<file path="config.mk">
export PLATFORM = sky130hd
export DESIGN_NAME = tar_header_stream_lister_core
export DESIGN_NICKNAME = d
export VERILOG_FILES = /design/src/rtl/thsl_pkg.sv /design/src/rtl/tar_header_stream_lister_core.sv
export SDC_FILE = /design/constraint.sdc
export NUM_CORES = 1
export LEC_CHECK = 0
export BUFFER_PORTS_ARGS = -buffer_cell sky130_fd_sc_hd__buf_4
export CORE_ASPECT_RATIO = 1.75
export CORE_UTILIZATION = 60
export DETAILED_ROUTE_END_ITERATION = 7
export MAX_ROUTING_LAYER = met4
export PLACE_DENSITY = 0.8
export SETUP_SLACK_MARGIN = 0.5
export SLEW_MARGIN = 20
export SYNTH_ARGS = -nofsm -noshare
export SYNTH_HDL_FRONTEND = slang
export SYNTH_SLANG_ARGS = --single-unit
</file>
<file path="constraint.sdc">
create_clock -name i_clk -period 7.8 [get_ports i_clk]
set_clock_uncertainty 0.05 [all_clocks]
set_input_delay 0.39 -clock i_clk [delete_from_list [all_inputs] [get_ports i_clk]]
set_output_delay 0.39 -clock i_clk [all_outputs]
set_load 0.02 [all_outputs]
</file>
<file path="src/rtl/thsl_pkg.sv">
// shared types and constants for the tar header stream lister
`timescale 1ns / 1ps

package thsl_pkg;

    localparam int unsigned BLOCK_BYTES      = 512;
    localparam int unsigned OFFSET_W         = $clog2(BLOCK_BYTES);
    localparam int unsigned SIZE_W           = 36;
    localparam int unsigned SKIP_W           = SIZE_W + 1;

    localparam logic [OFFSET_W-1:0] BLOCK_LAST   = OFFSET_W'(BLOCK_BYTES - 1);
    localparam logic [OFFSET_W-1:0] NAME_LEN     = OFFSET_W'(100);
    localparam logic [OFFSET_W-1:0] SIZE_START   = OFFSET_W'(124);
    localparam logic [OFFSET_W-1:0] SIZE_END     = OFFSET_W'(124 + 12);

    localparam logic [7:0] CHAR_ZERO  = 8'h30;
    localparam logic [7:0] CHAR_SEVEN = 8'h37;

    localparam logic [1:0] KIND_NAME    = 2'd0;
    localparam logic [1:0] KIND_COMMIT  = 2'd1;
    localparam logic [1:0] KIND_DISCARD = 2'd2;
    localparam logic [1:0] KIND_END     = 2'd3;

    typedef struct packed {
        logic [7:0] archive_byte;
        logic       stream_end;
    } t_in_beat;

    typedef struct packed {
        logic [7:0] name_byte;
        logic [1:0] kind;
    } t_out_beat;

endpackage

</file>
<file path="src/rtl/tar_header_stream_lister_core.sv">
// tar header stream lister: walks a tar byte stream and reports entry names
`timescale 1ns / 1ps

// channel   direction  signals                      payload
// input     in         i_valid / o_ready / i_beat   archive_byte, stream_end
// result    out        o_valid / i_ready / o_beat   name_byte, kind
//
// one archive byte per cycle sustained while the result is taken; a byte is held in the
// input register and its result is registered in the result register (header logic)
// all work per byte is one pass through the header/skip update logic between
// the input register and the result register; the 37-bit skip decrement and
// the 37-bit block round-up add are the longest paths
// reset is synchronous and active low; it returns to the start of a header
// a stalled result holds the input register, and o_ready drops only while
// both registers are full and the result beat is not being taken
module tar_header_stream_lister_core (
    input  logic               i_clk,
    input  logic               i_rst_n,
    input  logic               i_valid,
    output logic               o_ready,
    input  thsl_pkg::t_in_beat i_beat,
    output logic               o_valid,
    input  logic               i_ready,
    output thsl_pkg::t_out_beat o_beat
);
    import thsl_pkg::*;

    typedef enum logic [1:0] {
        PH_HEADER,
        PH_SKIP,
        PH_DONE
    } t_phase;

    // input register
    logic        r_in_valid;
    t_in_beat    r_in_beat;

    // result register
    logic        r_out_valid;
    t_out_beat   r_out_beat;

    // walker state
    t_phase              r_phase,      n_phase;
    logic [OFFSET_W-1:0] r_offset,     n_offset;
    logic                r_name_open,  n_name_open;
    logic                r_name_any,   n_name_any;
    logic                r_all_zero,   n_all_zero;
    logic [SIZE_W-1:0]   r_size,       n_size;
    logic                r_size_done,  n_size_done;
    logic [SKIP_W-1:0]   r_skip,       n_skip;

    logic        w_proc;
    logic        w_emit;
    t_out_beat   w_res;

    logic [7:0]  w_b;
    logic        w_last;
    logic        w_zero;
    logic        w_name_here;
    logic        w_in_name;
    logic        w_in_size;
    logic        w_octal;
    logic [SKIP_W-1:0] w_skip_sum;
    logic [SKIP_W-1:0] w_skip_new;
    logic [SKIP_W-1:0] w_skip_dec;

    // process the held byte when the result slot is free or draining
    assign w_proc  = r_in_valid && (!r_out_valid || i_ready);
    assign o_ready = !r_in_valid || w_proc;
    assign o_valid = r_out_valid;
    assign o_beat  = r_out_beat;

    assign w_b       = r_in_beat.archive_byte;
    assign w_last    = r_in_beat.stream_end;
    assign w_zero    = (w_b == 8'd0);
    assign w_in_name = (r_offset < NAME_LEN) && r_name_open;
    assign w_in_size = (r_offset >= SIZE_START) && (r_offset < SIZE_END) && !r_size_done;
    assign w_octal   = (w_b >= CHAR_ZERO) && (w_b <= CHAR_SEVEN);
    assign w_skip_dec = r_skip - SKIP_W'(1);

    // data length rounded up to whole blocks; the last header byte is outside
    // the size field, so the held size is already final there
    assign w_skip_sum = {1'b0, r_size} + SKIP_W'(BLOCK_LAST);
    assign w_skip_new = {w_skip_sum[SKIP_W-1:OFFSET_W], OFFSET_W'(0)};

    always_comb begin
        n_phase     = r_phase;
        n_offset    = r_offset;
        n_name_open = r_name_open;
        n_name_any  = r_name_any;
        n_all_zero  = r_all_zero;
        n_size      = r_size;
        n_size_done = r_size_done;
        n_skip      = r_skip;
        w_name_here = 1'b0;
        w_emit      = 1'b0;
        w_res       = '{name_byte: 8'd0, kind: KIND_NAME};

        unique case (r_phase)
            PH_SKIP: begin
                n_skip = w_skip_dec;
                if (w_last) begin
                    n_phase = PH_DONE;
                end else if (w_skip_dec == '0) begin
                    // data done, next header starts
                    n_phase     = PH_HEADER;
                    n_offset    = '0;
                    n_name_open = 1'b1;
                    n_name_any  = 1'b0;
                    n_all_zero  = 1'b1;
                    n_size      = '0;
                    n_size_done = 1'b0;
                end
            end
            PH_HEADER: begin
                if (!w_zero) begin
                    n_all_zero = 1'b0;
                end
                // name field: bytes up to the first nul
                if (w_in_name) begin
                    if (w_zero) begin
                        n_name_open = 1'b0;
                    end else begin
                        n_name_any  = 1'b1;
                        w_name_here = 1'b1;
                    end
                end
                // size field: octal digits up to the first nul
                if (w_in_size) begin
                    if (w_zero) begin
                        n_size_done = 1'b1;
                    end else if (w_octal) begin
                        n_size = {r_size[SIZE_W-4:0], w_b[2:0]};
                    end
                end

                priority if (r_offset == BLOCK_LAST) begin
                    if (n_all_zero) begin
                        // empty header marks the archive end
                        n_phase = PH_DONE;
                        w_emit  = 1'b1;
                        w_res   = '{name_byte: 8'd0, kind: KIND_END};
                    end else begin
                        w_emit      = n_name_any;
                        w_res       = '{name_byte: 8'd0, kind: KIND_COMMIT};
                        n_skip      = w_skip_new;
                        n_offset    = '0;
                        n_name_open = 1'b1;
                        n_name_any  = 1'b0;
                        n_all_zero  = 1'b1;
                        n_size      = '0;
                        n_size_done = 1'b0;
                        if (w_last) begin
                            n_phase = PH_DONE;
                        end else if (w_skip_new != '0) begin
                            n_phase = PH_SKIP;
                        end else begin
                            n_phase = PH_HEADER;
                        end
                    end
                end else if (w_last) begin
                    // truncated header: drop the pending name
                    n_phase = PH_DONE;
                    w_emit  = n_name_any;
                    w_res   = '{name_byte: 8'd0, kind: KIND_DISCARD};
                end else begin
                    n_offset = r_offset + OFFSET_W'(1);
                    w_emit   = w_name_here;
                    w_res    = '{name_byte: w_b, kind: KIND_NAME};
                end
            end
            PH_DONE: begin
                // trailing bytes are dropped
            end
            default: begin
                n_phase = PH_DONE;
            end
        endcase
    end

    always_ff @(posedge i_clk) begin
        if (!i_rst_n) begin
            r_in_valid  <= 1'b0;
            r_out_valid <= 1'b0;
            r_phase     <= PH_HEADER;
            r_offset    <= '0;
            r_name_open <= 1'b1;
            r_name_any  <= 1'b0;
            r_all_zero  <= 1'b1;
            r_size      <= '0;
            r_size_done <= 1'b0;
            r_skip      <= '0;
        end else begin
            if (o_ready) begin
                r_in_valid <= i_valid;
            end
            if (o_ready && i_valid) begin
                r_in_beat <= i_beat;
            end
            if (w_proc) begin
                r_out_valid <= w_emit;
                if (w_emit) begin
                    r_out_beat <= w_res;
                end
                r_phase     <= n_phase;
                r_offset    <= n_offset;
                r_name_open <= n_name_open;
                r_name_any  <= n_name_any;
                r_all_zero  <= n_all_zero;
                r_size      <= n_size;
                r_size_done <= n_size_done;
                r_skip      <= n_skip;
            end else if (i_ready) begin
                r_out_valid <= 1'b0;
            end
        end
    end

    // skipping always has data left to count down
    a_skip_nonzero: assert property (@(posedge i_clk) disable iff (!i_rst_n)
        r_phase == PH_SKIP |-> r_skip != '0)
        else $error("skip phase with zero count");

    // the header offset is parked at zero while data is skipped
    a_skip_offset: assert property (@(posedge i_clk) disable iff (!i_rst_n)
        r_phase == PH_SKIP |-> r_offset == '0)
        else $error("header offset moved during skip");

    // only name beats carry a character
    a_marker_clean: assert property (@(posedge i_clk) disable iff (!i_rst_n)
        r_out_valid && r_out_beat.kind != KIND_NAME |-> r_out_beat.name_byte == 8'd0)
        else $error("marker beat with nonzero byte");

    // an archive end marker leaves the walker finished
    a_end_done: assert property (@(posedge i_clk) disable iff (!i_rst_n)
        w_proc && w_emit && w_res.kind == KIND_END |=> r_phase == PH_DONE)
        else $error("walker not finished after archive end");

endmodule
</file>
==> reports/metrics.cfg <==
[place]
io_buffers=24
dp_cells=903
gp_congestion=0.951
place_hpwl_um=12300

[critical_path]
crit_family=simple AND/OR/NAND/NOR gates
critPathMaxStageDelay_ns=0.64
startpoint=r_skip[0]
crit_type=flop to flop
worstPathCellList=inv_1 -> ha_1 -> nor4b_2 -> nand4_1 -> or4_1 -> xnor2_1 -> nor4_2 -> nand4_4 -> nor4_4 -> o21ba_4 -> mux2i_1
slowest_stage=o21ba_4
start_kind=flop
worst_ep_arrival_time_ns=4.62
path_buf_inv=1
r2r-start=r_skip[0]
crit_path_end_kind=flop
required_ns=8.03
cp_max_fo=36

[clocking]
cts_hold_buffers=0
cts.clk_slew.worst_paths_ns=0.08
post_cts_resized=0
clock_tree.htree_level_count=3
clk_path_buf_depth=2
clk_latency_ns=0.36
cts_tree=built
numCtsBuffers=9
cts_setup_buffers=0
cts.sinks=109
ctsRootBufferMaster=clkbuf_16

[timing]
max_freq_mhz=228
slew-limit-headroom=0.302
rsz0062_at_grt=no
period_share=0.562
period_needed_ns=4.39
finalSetupTns_ns=0
drv_slew=0
hold_viol_final=0
tightest_slew_ns=1.04
setup_viol=0

[layout]
syn_to_final_growth_pct=5.44
layout.nets=801
final_cells=919
layout-drive-gt1-share=0.0976
final_util=0.650
n_antenna_cell=0

[detailed_routing]
wl_per_cell_um=18.6
ant_nets=0
drt-total-wl_um=17100
drt_pass1_iterations=5
drc_errors=0
drt_iter0_markers=506
avgViaCountPerCell=6.50
vias=5976

[synth]
syn_area_sq_um=6560
syn-num-nets=809
synth-async-reset-ratio=0
yosys_register_bits=109
syn_inst=792
synth_cell_types=75
synth_edf_count=19
avgSynthCellArea_sq_um=8.28
yosysWarnings=0
ys.flop_type=dfxtp_1
ys_seq_area_frac=0.362

[global_routing]
grt_pass1_vias=5792
antenna_found_initial=0
grt_usage=0.328
grt_overflow_total=0
grt_start_max_net_pins=47
grt_pass1_wl_um=28200

[floorplan]
die_w_um=81.0
core_area_sq_um=10600
die-area_sq_um=11400
initial_core_util=0.617
rows=50
ios=25
die-height_um=140

[min_path]
min_from=i_beat[3]
hp-class=input pin to flop

[pwr]
leakagePower_nw=2.55
vdd_ir_drop_max_mv=0.134
powerDensity_nw_per_um2=170

[run_status]
status=complete, no violations

[run]
max_cap_violations=0

-- Yosys cell counts, drive strengths merged, types with 6 or more instances --
cell type | count | area (sq um)
xor2 | 17 | 149
clkbuf | 32 | 140
nor2 | 80 | 300
a22oi | 6 | 45.0
a21oi | 55 | 275
a31oi | 15 | 93.8
o21a | 6 | 45.0
nand3 | 17 | 85.1
nor3 | 35 | 175
mux2i | 37 | 370
inv | 12 | 45.0
and4 | 6 | 52.6
nor4 | 29 | 269
o22ai | 9 | 56.3
xnor2 | 17 | 149
nand4 | 15 | 115
dfxtp | 90 | 1800
edfxtp | 19 | 571
or3 | 14 | 95.1
and3 | 16 | 100
o21ai | 54 | 270
or2 | 10 | 62.6
nand2 | 114 | 428
buf | 15 | 180
-- registers in the layout (all words and copies together) (netlist names) --
| name | flops |
|---|---|
| o_beat | 10 |
| w_last | 1 |
| r_skip | 37 |
| r_name_open | 1 |
| o_valid | 1 |
| r_offset | 9 |
| r_size_done | 1 |
| r_in_valid | 1 |
| r_size | 36 |
| r_phase | 2 |
| r_all_zero | 1 |
| r_name_any | 1 |
| w_b | 8 |
-- cell type report --
| class | count | area (sq um) |
|---|---|---|
| Clock buffer | 9 | 225 |
| Clock inverter | 7 | 86.3 |
| Fill cell | 943 | 3720 |
| Inverter | 12 | 45.0 |
| Multi-Input combinational cell | 623 | 3810 |
| Sequential cell | 109 | 2370 |
| Tap cell | 130 | 163 |
| Timing Repair Buffer | 29 | 218 |
-- worst reg2reg max path, delay by kind of cell, from the launching register on --
family | cells | cell delay [ns]
AND/OR/NAND/NOR | 6 | 2.52
AO/OA/AOI/OAI | 1 | 0.64
flip-flops | 1 | 0.35
multiplexers | 1 | 0.30
adder cells (fa/ha/maj) | 1 | 0.21
XOR/XNOR | 1 | 0.17
buffers and inverters | 1 | 0.07
-- kinds of logic after synthesis --
family                   Yosys count  share of synthesized area
flip-flops                       109                      0.362
buffers and inverters             60                     0.0607
AND/OR/NAND/NOR                  368                      0.296
multiplexers                      41                     0.0633
adder cells (fa/ha/maj)            4                    0.00763
AO/OA/AOI/OAI                    176                      0.165
XOR/XNOR                          34                     0.0454
-- placed cells by master, fill, tap and decap left out, types with 8 or more instances in the layout --
master	netlist	final
o22ai_1	9	9
xnor2_1	17	17
o21ai_0	54	54
a31oi_1	15	15
and3_1	16	16
nor4_1	22	22
xor2_1	17	17
or2_2	8	8
dfxtp_1	90	90
edfxtp_1	19	19
a21oi_1	55	54
nand2_1	114	114
nand3_1	17	17
nor3_1	35	35
or3_1	11	11
mux2i_1	37	37
nand4_1	13	13
buf_4	1	29
nor2_1	80	79
inv_1	12	12
clkbuf_16	0	9
-- path summary, 6_finish.rpt --
path	end	slack [ns]	cells past startpoint
hold / removal	w_b[2]	0.16	1
setup reg to reg	r_size[27]	3.41	11
hold reg to reg	r_size[6]	0.45	2
setup / recovery	r_size[27]	3.41	11
-- routing by layer --
| metal | part of all wire | GRT usage | vias to the layer above | routed length [um] |
|---|---|---|---|---|
| met1 | 0.40 | 0.383 | 2853 | 6760 |
| met3 | 0.043 | 0.0463 | 62 | 731 |
| li1 | - | - | 2881 | - |
| met5 | 0 | - | - | 0 |
| met4 | 0.043 | 0.171 | 0 | 741 |
| met2 | 0.52 | 0.533 | 180 | 8850 |
-- power breakdown --
part / switching, mW / total [mW] / internal [mW]
registers: 0.00861 / 0.588 / 0.580
clock network: 0.225 / 0.480 / 0.254
logic: 0.0705 / 0.110 / 0.0393
total: 0.304 / 1.18 / 0.873
-- through the flow --
stage	total power [mW]	cell area [sq um]	setup WS (ns)	hold slack [ns]
6_report	1.18	6920	3.41	0.156
5_1_grt	1.21	6920	3.12	0.151
4_1_cts	1.18	6920	3.44	0.154
3_5_place_dp	0.708	6600	3.46	0.432
3_3_place_gp	0.706	6600	3.66	0.416
2_1_floorplan	0.681	6560	4.34	0.382
(Power assumes the default switching activity.)
